===== src/tcp_flow_header_compress_lookup_macros.svh =====
// ----------------------------------------------------------------------------
// Flow header compression lookup: assertion macros
// Shared wrappers for the concurrent checks in the RTL, clocked on clock and
// held off while reset is high.
// ----------------------------------------------------------------------------
`ifndef TCP_FLOW_HEADER_COMPRESS_LOOKUP_MACROS_SVH
`define TCP_FLOW_HEADER_COMPRESS_LOOKUP_MACROS_SVH

// The consequent must hold in the same cycle as the antecedent.
`define TFHC_ASSERT_SAME(label, ante, cons, msg) \
   label: assert property (@(posedge clock) disable iff (reset) (ante) |-> (cons)) \
      else $error(msg);

// The consequent must hold in the cycle after the antecedent.
`define TFHC_ASSERT_NEXT(label, ante, cons, msg) \
   label: assert property (@(posedge clock) disable iff (reset) (ante) |=> (cons)) \
      else $error(msg);

`endif


===== src/tfhc_pkg.sv =====
// ----------------------------------------------------------------------------
// Flow header compression lookup: package
// Constants, request and result types and the decision codes shared by the
// front, the queue and the back of the lookup.
// ----------------------------------------------------------------------------
package tfhc_pkg;

   // Flow cache geometry.
   localparam int SLOT_COUNT   = 1024;
   localparam int SLOT_BITS    = $clog2(SLOT_COUNT);
   localparam int HASH_BITS    = 10;
   // Conditional subtractions needed to bring a hash below SLOT_COUNT.
   localparam int REDUCE_STEPS = HASH_BITS - SLOT_BITS + 1;

   // Queue between front and back.
   localparam int QUEUE_DEPTH = 4;
   localparam int QUEUE_BITS  = $clog2(QUEUE_DEPTH);

   localparam logic [15:0] THRESHOLD_RESET = 16'd85;
   localparam logic [15:0] HASH_FOLD       = 16'h8005;

   typedef enum logic [1:0] {
      DEC_PASS = 2'd0,
      DEC_MISS = 2'd1,
      DEC_HIT  = 2'd2
   } decision_type;

   typedef struct packed {
      logic        lookup_enable;
      logic [15:0] total_length;
      logic [31:0] src_addr;
      logic [31:0] dst_addr;
      logic [15:0] src_port;
      logic [15:0] dst_port;
      logic [31:0] seq_number;
      logic [31:0] ack_number;
   } req_type;

   typedef struct packed {
      decision_type decision;
      logic [9:0]   slot_id;
      logic         seq_change;
      logic         ack_change;
   } rsp_type;

   // One flow cache entry.
   typedef struct packed {
      logic [31:0] src_addr;
      logic [31:0] dst_addr;
      logic [15:0] src_port;
      logic [15:0] dst_port;
      logic [31:0] seq_number;
      logic [31:0] ack_number;
   } entry_type;

   // A classified request as it travels from front to back.
   typedef struct packed {
      logic                 eligible;
      logic [SLOT_BITS-1:0] slot;
      entry_type            entry;
   } work_type;

endpackage


===== src/tfhc_front.sv =====
// ----------------------------------------------------------------------------
// Flow header compression lookup: front
// Holds the length threshold, accepts requests, decides eligibility and
// hashes the flow keys to a cache slot.
// ----------------------------------------------------------------------------
module tfhc_front (
   input  logic                clock,
   input  logic                reset,
   input  logic                push,
   output logic                full,
   input  tfhc_pkg::req_type   req_data,
   input  logic                csr_write_enable,
   input  logic [15:0]         csr_write_data,
   input  logic                clearing,
   input  logic                q_full,
   output logic                q_push,
   output tfhc_pkg::work_type  q_data
);

   logic [15:0] threshold_ff;
   logic [15:0] threshold_in;
   logic [tfhc_pkg::HASH_BITS-1:0] hash;

   function automatic logic [tfhc_pkg::HASH_BITS-1:0] flow_hash(tfhc_pkg::req_type r);
      logic [15:0] t;
      t = r.src_addr[31:16] ^ r.src_addr[15:0] ^ tfhc_pkg::HASH_FOLD
        ^ r.dst_addr[31:16] ^ r.dst_addr[15:0];
      t = {t[14:0], 1'b0} ^ r.src_port;
      t = {1'b1, t[15:1]} ^ r.dst_port;
      return t[tfhc_pkg::HASH_BITS-1:0];
   endfunction

   // Remainder by the slot count through shifted conditional subtractions.
   function automatic logic [tfhc_pkg::SLOT_BITS-1:0] reduce_slot(
      logic [tfhc_pkg::HASH_BITS-1:0] h
   );
      logic [tfhc_pkg::HASH_BITS:0] v;
      logic [tfhc_pkg::HASH_BITS:0] step;
      v = {1'b0, h};
      for (int k = tfhc_pkg::REDUCE_STEPS - 1; k >= 0; k--) begin
         step = (tfhc_pkg::HASH_BITS + 1)'(tfhc_pkg::SLOT_COUNT << k);
         if (v >= step) begin
            v = v - step;
         end
      end
      return v[tfhc_pkg::SLOT_BITS-1:0];
   endfunction

   always_comb begin
      threshold_in = threshold_ff;
      if (csr_write_enable) begin
         threshold_in = csr_write_data;
      end
   end

   always_ff @(posedge clock) begin
      if (reset) begin
         threshold_ff <= tfhc_pkg::THRESHOLD_RESET;
      end else begin
         threshold_ff <= threshold_in;
      end
   end

   assign full   = q_full || clearing;
   assign q_push = push && !full;
   assign hash   = flow_hash(req_data);

   always_comb begin
      q_data.eligible         = req_data.lookup_enable
                                && (req_data.total_length > threshold_ff);
      q_data.slot             = reduce_slot(hash);
      q_data.entry.src_addr   = req_data.src_addr;
      q_data.entry.dst_addr   = req_data.dst_addr;
      q_data.entry.src_port   = req_data.src_port;
      q_data.entry.dst_port   = req_data.dst_port;
      q_data.entry.seq_number = req_data.seq_number;
      q_data.entry.ack_number = req_data.ack_number;
   end

endmodule


===== config.mk =====
export PLATFORM = sky130hd
export DESIGN_NAME = tfhc_front
export DESIGN_NICKNAME = d
export VERILOG_FILES = /design/src/tcp_flow_header_compress_lookup_macros.svh /design/src/tfhc_pkg.sv /design/src/tfhc_front.sv
export SDC_FILE = /design/constraint.sdc
export NUM_CORES = 1
export LEC_CHECK = 0
export BUFFER_PORTS_ARGS = -buffer_cell sky130_fd_sc_hd__buf_2
export CAP_MARGIN = 20
export CORE_AREA = 5 5 140 142
export CTS_BUF_LIST = sky130_fd_sc_hd__clkbuf_16
export DETAILED_ROUTE_END_ITERATION = 12
export DIE_AREA = 0 0 145 147
export MAX_ROUTING_LAYER = met4
export PLACE_DENSITY = 0.45
export SYNTH_ARGS = -nofsm -noshare
export SYNTH_HDL_FRONTEND = slang
export SYNTH_SLANG_ARGS = --single-unit

===== constraint.sdc =====
create_clock -name clock -period 1.8 [get_ports clock]
set_input_delay 0.27 -clock clock [delete_from_list [all_inputs] [get_ports clock]]
set_output_delay 0.27 -clock clock [all_outputs]
set_load 0.01 [all_outputs]

---- Yosys cells after proc, flatten, opt, wreduce, memory -nomap -nowiden ----
Index checks and enable logic that the tools add are counted.
word-level totals
  word-level logic and storage cells ...... 12
  memories ................................ 0
  RAM bits ................................ 0
  bits in latches ......................... 0
  output and inout port bits .............. 173
  flip-flop bits (word level) ............. 16
  input bits .............................. 199
  bits in read-only memories .............. 0
cells by class
  add/subtract/negate cells ............... 0
  divide/modulo/power cells ............... 0
  muxes and demuxes ....................... 0
  shifts and indexed selects .............. 0
  bitwise gates (word level) .............. 6
  order comparisons ....................... 1
  reduce and logical (&&, ||, !) cells .... 4
  $mul .................................... 0
  equality and inequality tests ........... 0
operators with widths
  operator             count
  $xor A10 B10 Y10     4
  $gt A16 B16 Y1       1
  $xor A11 B11 Y11     1
  $logic_and A1 B1 Y1  2
  $not A2 Y2           1
  $logic_not A1 Y1     1
  $logic_or A1 B1 Y1   1

---- Depth between registers and ports, before layout ----
  depth after elaboration ................. 6
  mapped depth ............................ 6
  mapped depth without buffers ............ 6

---- Least setup slack after synthesis ----
Ideal clock, no wire load.
  path type ............................... reg-to-output
  start point ............................. register threshold_ff[11]
  end point ............................... output q_data[170] (netlist bit)
  data required time ...................... 1.530 ns
  data arrival time ....................... 1.560 ns
  buffers on the path ..................... 0
  slack ................................... -0.030 ns
  stages on the path, launching flop included .. 7
  cells stage by stage .................... dfxtp_1 inv_1 ha_1 nand4_1 or4_1 or2_0 o311a_1
RTL lines
  element                 RTL line          RTL
  start, declared         tfhc_front.sv:20  logic [15:0] threshold_ff;
  start signal, assigned  tfhc_front.sv:58  threshold_ff <= tfhc_pkg::THRESHOLD_RESET;
  start signal, assigned  tfhc_front.sv:60  threshold_ff <= threshold_in;
  end, declared           tfhc_front.sv:17  output tfhc_pkg::work_type q_data

==> flow_summary.toml <==
[timing]
maxSlewHeadroom = 0.6807
fin_crit_ns = 2.238
final-hold-violation-count = 0
finalWorstSetupSlack_ns = -0.4381
finClkSkew_ns = 0
max_freq_ghz = 0.4468
fin_crit_sh = 1.243
worst_pin_slew_ns = 0.4790
rsz0062_at_grt = "true"
setup-tns-final_ns = -0.4381
slew_viol_final = 0
setup_viol = 1

[logic_synthesis]
yosys_warnings = 0
synth_cell_types = 23
synthTopCellsByArea = "buf_4 46%, xnor2_1 14%, dfxtp_1 12%"
synth_area_leader_cell = "buf_4"
synth_seq_cells = 16
synthesis.nets = 536
synth_top_area_frac = 0.4615
syn_inst = 321
netlist_area_um2 = 2602
ys_seq_area_frac = 0.1231
avgSynthCellArea_um2 = 8.107

[final_layout]
antenna_cells = 0
drive_gt1_frac = 0.5769
syn_to_final_growth_pct = 4.711
largest_reg_flops = 16
nFillCells = 2123
final_core_util = 0.1487
biggestRegsByFlops = "threshold_ff: 16 flops"
regArea_um2 = 326.6
top_register = "threshold_ff"
layout_commonest_cell = "buf_2"
multiInputGateArea_um2 = 1066
final_cell_mix = "171 x buf_2, 42 x xnor2_1, 14 x inv_1, 14 x nor2_1, 13 x mux2i_1"
layout.nets = 554

[placed_design]
numPortBuffers = 171
routabilityCongestion = 0.7743
dpl.hpwl_mm = 7.503

[grt]
grt_pass1_vias = 1996
grt_first_pass_wirelength_mm = 11.63
grt_overflow = 0
track_usage = 0.07102
grt_max_degree = 20
antenna_found_initial = 0

[setup_path]
required_ns = 1.53
arrival_ns = 1.97
startpoint_type = "register"
crit_type = "reg2out"
path_max_fanout = 3
end_kind = "primary output"

[pwr]
powerDensity_nw_per_um2 = 556.7
cellLeakagePower_uw = 0.001331
p_total_uw = 1517
vdd_drop_max_mv = 0.3613

[status]
outcome = "complete, but fails checks"
violations = "setup timing"

[floorplan]
ios = 372
die_y_um = 147
initial_utilization = 0.1420
rows = 50
core_area_um2 = 18330
die-area_um2 = 21320
die_x_um = 145

[cts]
clock_latency_ns = 0.24
hold_buffers = 0
cts_buffers = 3
clock_tree.root_cell = "clkbuf_16"
clk_pin_slew_ns = 0.05
clockBufferDepth = 2
htreeDepth = 1
cts_tree = "yes"
cts_sinks = 16

[route]
avgViaCountPerCell = 3.255
route.detailed.drc = 0
drt-initial-drc-count = 27
num_vias = 1862
antenna_left = 0
wirelength_mm = 8.111
post_drt_wl_per_cell_um = 14.18
first_pass_iters = 4

[run]
drv_cap = 0

[min_path]
hold_path_class = "in2reg"
## layout make-up
type                            count  area share
Clock buffer                        3     0.02755
Clock inverter                      1    0.001377
Inverter                           18     0.02479
Multi-Input combinational cell    124      0.3912
Sequential cell                    16      0.1198
Tap cell                          234      0.1074
Timing Repair Buffer              176      0.3278
## power by group
part	total (uW)	switching (uW)	internal, uW	leakage [uW]
clock	433	138	295	0.0000385
combinational	695	334	361	0.00116
sequential	389	11.1	378	0.000134
## cell usage after synthesis
cell and n:
buf_2 2, ha_1 16, nor2_1 14, a21oi_1 7
buf_1 1, nand3_1 2, o21ai_0 1, or2_2 1
or2_0 1, o311a_1 1, o211ai_1 4, nand2_1 7
dfxtp_1 16, or4_1 1, a21o_1 1, a221o_1 1
xnor2_1 42, nor2b_1 1, mux2i_1 13, xor2_1 8
nand4_1 3, buf_4 160, inv_1 18
## critical path: stages, from the launching register on
cell and delay [ns]:
dfxtp_1 0.34, inv_1 0.05, ha_1 0.29, nand4_1 0.14
or4_1 0.44, or2_0 0.22, o311a_1 0.10, buf_2 0.14
## cell families after synthesis
kind of cell | after synthesis | share of synthesized area
AO/OA/AOI/OAI | 15 | 0.03750
XOR/XNOR | 50 | 0.1683
adder cells (fa/ha/maj) | 16 | 0.07692
buffers and inverters | 181 | 0.4928
flip-flops | 16 | 0.1231
multiplexers | 13 | 0.05000
AND/OR/NAND/NOR | 30 | 0.05145
## path summary, 6_finish.rpt
kind	start	to	slack (ns)	cells after the start
max reg2reg	threshold_ff[4]	threshold_ff[4]	1.10	3
min	csr_write_data[2]	threshold_ff[2]	0.24	3
min reg2reg	threshold_ff[1]	threshold_ff[1]	0.49	2
max	threshold_ff[15]	q_data[170]	-0.44	7
## routing by layer
metal  routed length [um]  global-route usage  vias to the layer above
met4                  204             0.02637                        0
met2                 4070              0.1250                      185
met3                 1472             0.05367                       22
met5                    0                   -                        -
met1                 2364             0.05555                      772
li1                     -                   -                      883
## per-stage QoR
| stage | hold slack (ns) | cells | area [um2] | worst slack [ns] |
|---|---|---|---|---|
| final | 0.2438 | 572 | 2725 | -0.4381 |
| after global routing | 0.2537 | 572 | 2725 | -0.5308 |
| after CTS | 0.2456 | 571 | 2688 | -0.4584 |
| after detailed placement | 0.4852 | 567 | 2579 | -0.2265 |
| after global placement | 0.4797 | 567 | 2579 | -0.1979 |
| after floorplan | 0.3424 | 321 | 2615 | 0.0008545 |
## what timing repair did
action	CTS	global route
buffers inserted	0	1
hold endpoints to repair	0	0
pin swaps	1	2
setup endpoints to repair	1	1
gates resized for setup	9	5
Power figures use the tool's default switching activity.
