$ cat config.mk
export PLATFORM = sky130hd
export DESIGN_NAME = tfhc_queue
export DESIGN_NICKNAME = d
export VERILOG_FILES = /design/src/tfhc_pkg.sv /design/src/tfhc_queue.sv
export VERILOG_INCLUDE_DIRS = /design/src /design/src/src
export SDC_FILE = /design/constraint.sdc
export NUM_CORES = 1
export LEC_CHECK = 0
export ABC_AREA = 1
export BUFFER_PORTS_ARGS = -buffer_cell sky130_fd_sc_hd__buf_2
export CAP_MARGIN = 20
export CELL_PAD_IN_SITES_DETAIL_PLACEMENT = 1
export CELL_PAD_IN_SITES_GLOBAL_PLACEMENT = 1
export CORE_ASPECT_RATIO = 1.2
export CORE_UTILIZATION = 47
export CTS_CLUSTER_SIZE = 40
export DETAILED_ROUTE_END_ITERATION = 8
export MAX_ROUTING_LAYER = met4
export PLACE_DENSITY_LB_ADDON = 0.1
export SLEW_MARGIN = 0
export SYNTH_ARGS = -nofsm -noshare
export SYNTH_HDL_FRONTEND = slang
export SYNTH_SLANG_ARGS = --single-unit
$ cat constraint.sdc
create_clock -name clock -period 10.8 [get_ports clock]
set_clock_uncertainty 0.15 [all_clocks]
set_input_delay 1.08 -clock clock [delete_from_list [all_inputs] [get_ports clock]]
set_output_delay 1.08 -clock clock [all_outputs]
set_load 0.03 [all_outputs]
$ cat src/tcp_flow_header_compress_lookup_macros.svh
// ----------------------------------------------------------------------------
// Flow header compression lookup: assertion macros
// Shared wrappers for the concurrent checks in the RTL, clocked on clock and
// held off while reset is high.
// ----------------------------------------------------------------------------
`ifndef TCP_FLOW_HEADER_COMPRESS_LOOKUP_MACROS_SVH
`define TCP_FLOW_HEADER_COMPRESS_LOOKUP_MACROS_SVH

// The consequent must hold in the same cycle as the antecedent.
`define TFHC_ASSERT_SAME(label, ante, cons, msg) \
   label: assert property (@(posedge clock) disable iff (reset) (ante) |-> (cons)) \
      else $error(msg);

// The consequent must hold in the cycle after the antecedent.
`define TFHC_ASSERT_NEXT(label, ante, cons, msg) \
   label: assert property (@(posedge clock) disable iff (reset) (ante) |=> (cons)) \
      else $error(msg);

`endif

$ cat src/tfhc_pkg.sv
// ----------------------------------------------------------------------------
// Flow header compression lookup: package
// Constants, request and result types and the decision codes shared by the
// front, the queue and the back of the lookup.
// ----------------------------------------------------------------------------
package tfhc_pkg;

   // Flow cache geometry.
   localparam int SLOT_COUNT   = 1024;
   localparam int SLOT_BITS    = $clog2(SLOT_COUNT);
   localparam int HASH_BITS    = 10;
   // Conditional subtractions needed to bring a hash below SLOT_COUNT.
   localparam int REDUCE_STEPS = HASH_BITS - SLOT_BITS + 1;

   // Queue between front and back.
   localparam int QUEUE_DEPTH = 4;
   localparam int QUEUE_BITS  = $clog2(QUEUE_DEPTH);

   localparam logic [15:0] THRESHOLD_RESET = 16'd85;
   localparam logic [15:0] HASH_FOLD       = 16'h8005;

   typedef enum logic [1:0] {
      DEC_PASS = 2'd0,
      DEC_MISS = 2'd1,
      DEC_HIT  = 2'd2
   } decision_type;

   typedef struct packed {
      logic        lookup_enable;
      logic [15:0] total_length;
      logic [31:0] src_addr;
      logic [31:0] dst_addr;
      logic [15:0] src_port;
      logic [15:0] dst_port;
      logic [31:0] seq_number;
      logic [31:0] ack_number;
   } req_type;

   typedef struct packed {
      decision_type decision;
      logic [9:0]   slot_id;
      logic         seq_change;
      logic         ack_change;
   } rsp_type;

   // One flow cache entry.
   typedef struct packed {
      logic [31:0] src_addr;
      logic [31:0] dst_addr;
      logic [15:0] src_port;
      logic [15:0] dst_port;
      logic [31:0] seq_number;
      logic [31:0] ack_number;
   } entry_type;

   // A classified request as it travels from front to back.
   typedef struct packed {
      logic                 eligible;
      logic [SLOT_BITS-1:0] slot;
      entry_type            entry;
   } work_type;

endpackage

$ cat src/tfhc_queue.sv
// ----------------------------------------------------------------------------
// Flow header compression lookup: work queue
// Short first-in first-out queue of classified requests between the front
// and the back.
// ----------------------------------------------------------------------------
`include "tcp_flow_header_compress_lookup_macros.svh"

module tfhc_queue (
   input  logic                clock,
   input  logic                reset,
   input  logic                push,
   input  tfhc_pkg::work_type  push_data,
   output logic                full,
   input  logic                pop,
   output logic                valid,
   output tfhc_pkg::work_type  pop_data
);

   tfhc_pkg::work_type entries_ff [tfhc_pkg::QUEUE_DEPTH];

   logic [tfhc_pkg::QUEUE_BITS-1:0] wr_ptr_ff;
   logic [tfhc_pkg::QUEUE_BITS-1:0] wr_ptr_in;
   logic [tfhc_pkg::QUEUE_BITS-1:0] rd_ptr_ff;
   logic [tfhc_pkg::QUEUE_BITS-1:0] rd_ptr_in;
   logic [tfhc_pkg::QUEUE_BITS:0]   count_ff;
   logic [tfhc_pkg::QUEUE_BITS:0]   count_in;
   logic                            do_push;
   logic                            do_pop;

   assign full     = (count_ff == (tfhc_pkg::QUEUE_BITS + 1)'(tfhc_pkg::QUEUE_DEPTH));
   assign valid    = (count_ff != '0);
   assign do_push  = push && !full;
   assign do_pop   = pop && valid;
   assign pop_data = entries_ff[rd_ptr_ff];

   always_comb begin
      wr_ptr_in = wr_ptr_ff;
      rd_ptr_in = rd_ptr_ff;
      count_in  = count_ff;
      if (do_push) begin
         wr_ptr_in = wr_ptr_ff + 1'b1;
      end
      if (do_pop) begin
         rd_ptr_in = rd_ptr_ff + 1'b1;
      end
      if (do_push && !do_pop) begin
         count_in = count_ff + 1'b1;
      end else if (do_pop && !do_push) begin
         count_in = count_ff - 1'b1;
      end
   end

   always_ff @(posedge clock) begin
      if (reset) begin
         wr_ptr_ff <= '0;
         rd_ptr_ff <= '0;
         count_ff  <= '0;
      end else begin
         wr_ptr_ff <= wr_ptr_in;
         rd_ptr_ff <= rd_ptr_in;
         count_ff  <= count_in;
      end
   end

   always_ff @(posedge clock) begin
      if (do_push) begin
         entries_ff[wr_ptr_ff] <= push_data;
      end
   end

   `TFHC_ASSERT_SAME(a_queue_count_bound, 1'b1, count_ff <= (tfhc_pkg::QUEUE_BITS + 1)'(tfhc_pkg::QUEUE_DEPTH), "work queue count above depth")
   `TFHC_ASSERT_NEXT(a_queue_count_grows, do_push && !do_pop, count_ff == $past(count_ff) + 1'b1, "work queue count did not grow on push")
   `TFHC_ASSERT_NEXT(a_queue_count_falls, do_pop && !do_push, count_ff == $past(count_ff) - 1'b1, "work queue count did not fall on pop")

endmodule

=== Yosys cells after proc, flatten, opt, wreduce, memory -nomap -nowiden ===
Memory sizes are Yosys's and may differ from the RTL's. A register that Yosys moved wholly into a read port is not among the register bits.
Index checks and enable logic that the tools add are counted.

* Output and inout port bits: 173
* Word-level logic and storage cells: 24
* Memory bits (writable): 684
* Input port bits: 175
* Memories: 1
* Register bits: 7

{| class="wikitable"
|+ Memory list
! memory !! depth !! bits a word !! read ports !! clocked after Yosys merged registers in !! write ports !! line !! source
|-
| entries_ff || 4 || 171 || 1 || 1 || 1 || tfhc_queue.sv:19 || <nowiki>tfhc_pkg::work_type entries_ff [tfhc_pkg::QUEUE_DEPTH];</nowiki>
|}

* $add $sub $neg: 4
* Eq/ne operators: 1
* Reduce and logical (&&, ||, !) cells: 9
* Multiplexer cells: 6

{| class="wikitable"
|+ Operators with widths
! kind !! count
|-
| $mux 3 || 2
|-
| $add 2x1->2 const B || 2
|-
| $logic_and 1x1->1 || 4
|-
| $mux 2 || 2
|-
| $add 3x1->3 const B || 1
|-
| $eq 3x3->1 const B || 1
|-
| $logic_not 1->1 || 3
|-
| $reduce_bool 3->1 || 1
|-
| $sub 3x1->3 const B || 1
|-
| $mux 1 || 2
|-
| $reduce_bool 2->1 || 1
|}

=== Longest topological paths before layout ===
* Depth in word-level cells: 7
* Mapped depth: 13
* Gate-level depth less buffers: 13

=== Least setup slack after synthesis ===
OpenSTA, ideal clock, no wires.

* Path kind: input port to flip-flop
* From: input push
* To: memory entries_ff[0][0] (netlist name), enable pin
* Stages: 2
* Library setup time: 704 ps
* Slack: 1661 ps
* Arrival: 8284 ps
* Cell sequence: nand2_1 nor2_1

* Word-level cells in the longest chain between the ends: 3

{| class="wikitable"
|+ RTL lines
! element !! line !! source
|-
| start, declared || tfhc_queue.sv:11 || <nowiki>input logic push,</nowiki>
|-
| $logic_and 1x1->1 || tfhc_queue.sv:32 || <nowiki>assign do_push = push && !full;</nowiki>
|-
| $mux 1 || tfhc_queue.sv:66 || <nowiki>if (do_push) begin</nowiki>
|-
| $mux 1 (implied by the code) || tfhc_queue.sv:67 || <nowiki>entries_ff[wr_ptr_ff] <= push_data;</nowiki>
|-
| end, declared || tfhc_queue.sv:19 ||
|}

No other way between the ends.

==> run_results.csv <==
group,metric,value,unit
run_status,run_status,"finished, final reports clean",
worst_setup_path,reg_to_reg_start,"count_ff[0]$_SDFFE_PP0P_",
synth,synthTopCellsByArea,"sky130_fd_sc_hd__edfxtp_1, sky130_fd_sc_hd__o21ai_0, sky130_fd_sc_hd__nor2_1, sky130_fd_sc_hd__o22ai_1, sky130_fd_sc_hd__clkbuf_1",
job,drv.max_cap_violation_count,0,
sta,setup_viol_count_final,0,
worst_hold_path,min-delay-path-class,"reg -> reg",
power_and_ir_drop,post-layout-total-power,0.007752,W
placement,buffer_ports.inserted,347,
sta,fin_hold_ws,0.3626,ns
synth,synth_cell_type_count,19,
global_routing,initial_antenna_violation_count,20,
floorplanning,core-area,53880,µm²
routing,post_drt_via_cell_ratio,5.517,
synth,post_synth_top_flop,"sky130_fd_sc_hd__edfxtp_1",
synth,postSynthRegisterBits,693,
sta,totalNegativeSetupSlack,0,ns
routing,routed-via-count,15620,
power_and_ir_drop,comb_power_share,28.2,%
floorplanning,design.die.area,55580,µm²
synth,synth_largest_type_area_fraction,79.99,%
cells_and_area,drive_gt1_share,22.49,%
cts,clk_transition_reported_paths,0.06,ns
power_and_ir_drop,internal-power,0.005020,W
cells_and_area,finalNonFillerCells,2832,
global_routing,grt_use_total,23.37,%
worst_setup_path,worst_setup_path_class,"reg -> out",
cells_and_area,finalNetCount,2227,
global_routing,first_global_vias,16320,
worst_setup_path,regToRegEndpoint,"entries_ff[1][67]$_DFFE_PP_",
routing,route.antenna.remaining_nets,0,
synth,syn_avg_cell_area,14.91,µm²
cells_and_area,layout-area-overhead-vs-synth,17.13,%
floorplanning,initial_utilization,47.66,%
synth,synth_async_reset_ratio,0,%
cts,clock-sinks,693,
sta,max_freq,0.2070,GHz
power_and_ir_drop,seq_power_share,43.2,%
floorplanning,core.rowCount,93,
global_routing,global_route_wire_length_before_repair,95.43,mm
synth,synth_top_area_cell,"sky130_fd_sc_hd__edfxtp_1",
power_and_ir_drop,max-vdd-ir-drop,0.0001898,V
placement,place_inst,2687,
sta,finalHoldViolCount,0,
sta,finalMaxSlewViolations,0,
cts,cts-resized-gates,0,
routing,drt_pre_antenna_iters,5,
synth,synth.net_count,1903,
cts,clock_path_buffers,3,
power_and_ir_drop,clockPowerShare,28.6,%
floorplanning,die-height,258.1,µm
cts,cts_hold_buffers,0,
worst_setup_path,setup.worst_path.start_class,"register",
routing,routed_wirelength,63.59,mm
worst_setup_path,reg2reg_setup_slack,6.96,ns
worst_setup_path,worst-endpoint-required,9.57,ns
cts,tritoncts,"yes",
worst_setup_path,worst-endpoint-arrival,3.60,ns
sta,fin_crit,4.832,ns
placement,gp_congestion,0.7463,
power_and_ir_drop,p_sw,0.002732,W
floorplanning,die_x,215.4,µm
global_routing,pin_count_of_the_biggest_net_entering_global_routing,173,
routing,drtIter0Drc,922,
cts,h-tree-depth,3,
sta,min_period_over_period,44.74,%
worst_setup_path,critical_path.max_fanout,90,
routing,avgRoutedWirePerCell,22.45,µm
cts,clk_root_buffer_cell,"sky130_fd_sc_hd__clkbuf_16",
worst_hold_path,min_delay_path_depth,2,
sta,worstMarginPinSlew,1.051,ns
synth,syn_inst,1722,
routing,detail_route.drc_violations,0,
placement,place.detailed.hpwl,35.62,mm
worst_setup_path,end_kind,"output port",
sta,max-slew-margin-rel,29.77,%
synth,syn_area,25680,µm²
cts,worstSkewPairLatency,0.60,ns
global_routing,gr-total-overflow,0,
synth,yosys_warnings,0,
synth,synth_edf_count,684,
synth,yosys-top-cells-count,"sky130_fd_sc_hd__edfxtp_1, sky130_fd_sc_hd__nor2_1, sky130_fd_sc_hd__o21ai_0",
floorplanning,io_pins,348,
cts,numCtsBuffers,69,
power_and_ir_drop,leakage,10.42,nW
worst_setup_path,timing.reg2reg.worst_path_depth,6,
cts,post-cts-setup-buffers,0,
power_and_ir_drop,power.switching_fraction,35.25,%
synth,synthMostInstantiatedCell,"sky130_fd_sc_hd__edfxtp_1",
sta,unrepaired_setup_endpoints_after_global_routing,"false",
power_and_ir_drop,pwr_density_cell,257.7,nW/µm²
synth,synth_seq_area_share,80.69,%
worst_setup_path,critPathCapture,"pop_data[77]",
## cell type report
class / count / area (µm²)
inverters: 17 / 73.82
multi-input cells: 900 / 4343
flip-flops and latches: 693 / 20730
clock buffers: 83 / 1843
clock inverters: 41 / 237.7
fillers: 5257 / 23800
well taps: 712 / 890.9
diodes: 21 / 52.55
repair buffers: 365 / 1909
## per-layer routing
metal / global-route usage [%] / routed length, µm
met5: - / 0
met1: 28.40 / 25940
met2: 38.30 / 32260
met4: 6.619 / 1044
met3: 6.478 / 4348
## flip-flops by register name, summed over array words and instances, names as in the netlist, named ones only
register,cells
wr_ptr_ff,2
rd_ptr_ff,2
entries_ff,684
count_ff,3
## worst max-delay path, cell delays in order (launching register included)
cell                      delay [ns]
sky130_fd_sc_hd__dfxtp_4        0.54
sky130_fd_sc_hd__buf_4          0.78
sky130_fd_sc_hd__buf_4          0.80
sky130_fd_sc_hd__o21ai_0        0.25
sky130_fd_sc_hd__o22ai_1        0.27
sky130_fd_sc_hd__buf_2          0.27
## stage by stage
step | setup WS [ns] | instance area [µm²] | util [%]
after floorplan | 1.661 | 25680 | -
after global placement | 6.360 | 27940 | 51.87
after detailed placement | 6.363 | 27940 | 51.87
after CTS | 5.931 | 30030 | 55.73
after global routing | 5.704 | 30080 | 55.82
final | 5.968 | 30080 | 55.83
## power by group through the flow
stage          Sequential [W]  Combinational, W  Clock, W
2_1_floorplan         0.00345           0.00148         0
3_3_place_gp          0.00339           0.00216         0
3_5_place_dp          0.00340           0.00221         0
4_1_cts               0.00335           0.00221   0.00227
5_1_grt               0.00337           0.00235   0.00236
6_report              0.00335           0.00219   0.00222
## worst min path at each step
stage	end	startpoint	slack (ns)
floorplan	register	rd_ptr_ff[1]$_SDFFE_PP0P_	0.31
global placement	register	rd_ptr_ff[1]$_SDFFE_PP0P_	0.33
detailed placement	register	rd_ptr_ff[0]$_SDFFE_PP0P_	0.36
CTS	rd_ptr_ff[0]$_SDFFE_PP0P_	rd_ptr_ff[0]$_SDFFE_PP0P_	0.37
global route	rd_ptr_ff[0]$_SDFFE_PP0P_	rd_ptr_ff[0]$_SDFFE_PP0P_	0.42
finish	rd_ptr_ff[0]$_SDFFE_PP0P_	rd_ptr_ff[0]$_SDFFE_PP0P_	0.36
## cells in the final DEF (no fill, tap or decap), types with 5 or more instances in the layout
cell,synthesis,routed
sky130_fd_sc_hd__nand2_1,15,15
sky130_fd_sc_hd__nor2_1,356,352
sky130_fd_sc_hd__buf_2,31,347
sky130_fd_sc_hd__clkinv_2,0,21
sky130_fd_sc_hd__ha_1,5,5
sky130_fd_sc_hd__clkinv_1,0,14
sky130_fd_sc_hd__o21ai_0,343,343
sky130_fd_sc_hd__diode_2,0,21
sky130_fd_sc_hd__edfxtp_1,684,684
sky130_fd_sc_hd__inv_1,15,15
sky130_fd_sc_hd__clkbuf_16,0,72
sky130_fd_sc_hd__clkbuf_1,57,11
sky130_fd_sc_hd__buf_4,2,15
sky130_fd_sc_hd__dfxtp_1,9,7
sky130_fd_sc_hd__o22ai_1,171,171
## cells by family (layout without fill, tap and decap cells)
logic type      after synthesis  count (layout)  share of synthesized area (%)
other cells                   0              21                              0
compound gates              517             517                          10.91
buf+inv                     129             506                          2.514
xor+xnor                      1               1                        0.03411
simple gates                376             376                          5.530
flops                       693             693                          80.69
fa+ha+maj                     6               6                         0.3216
Note: power is estimated with default switching activity, not from simulation.
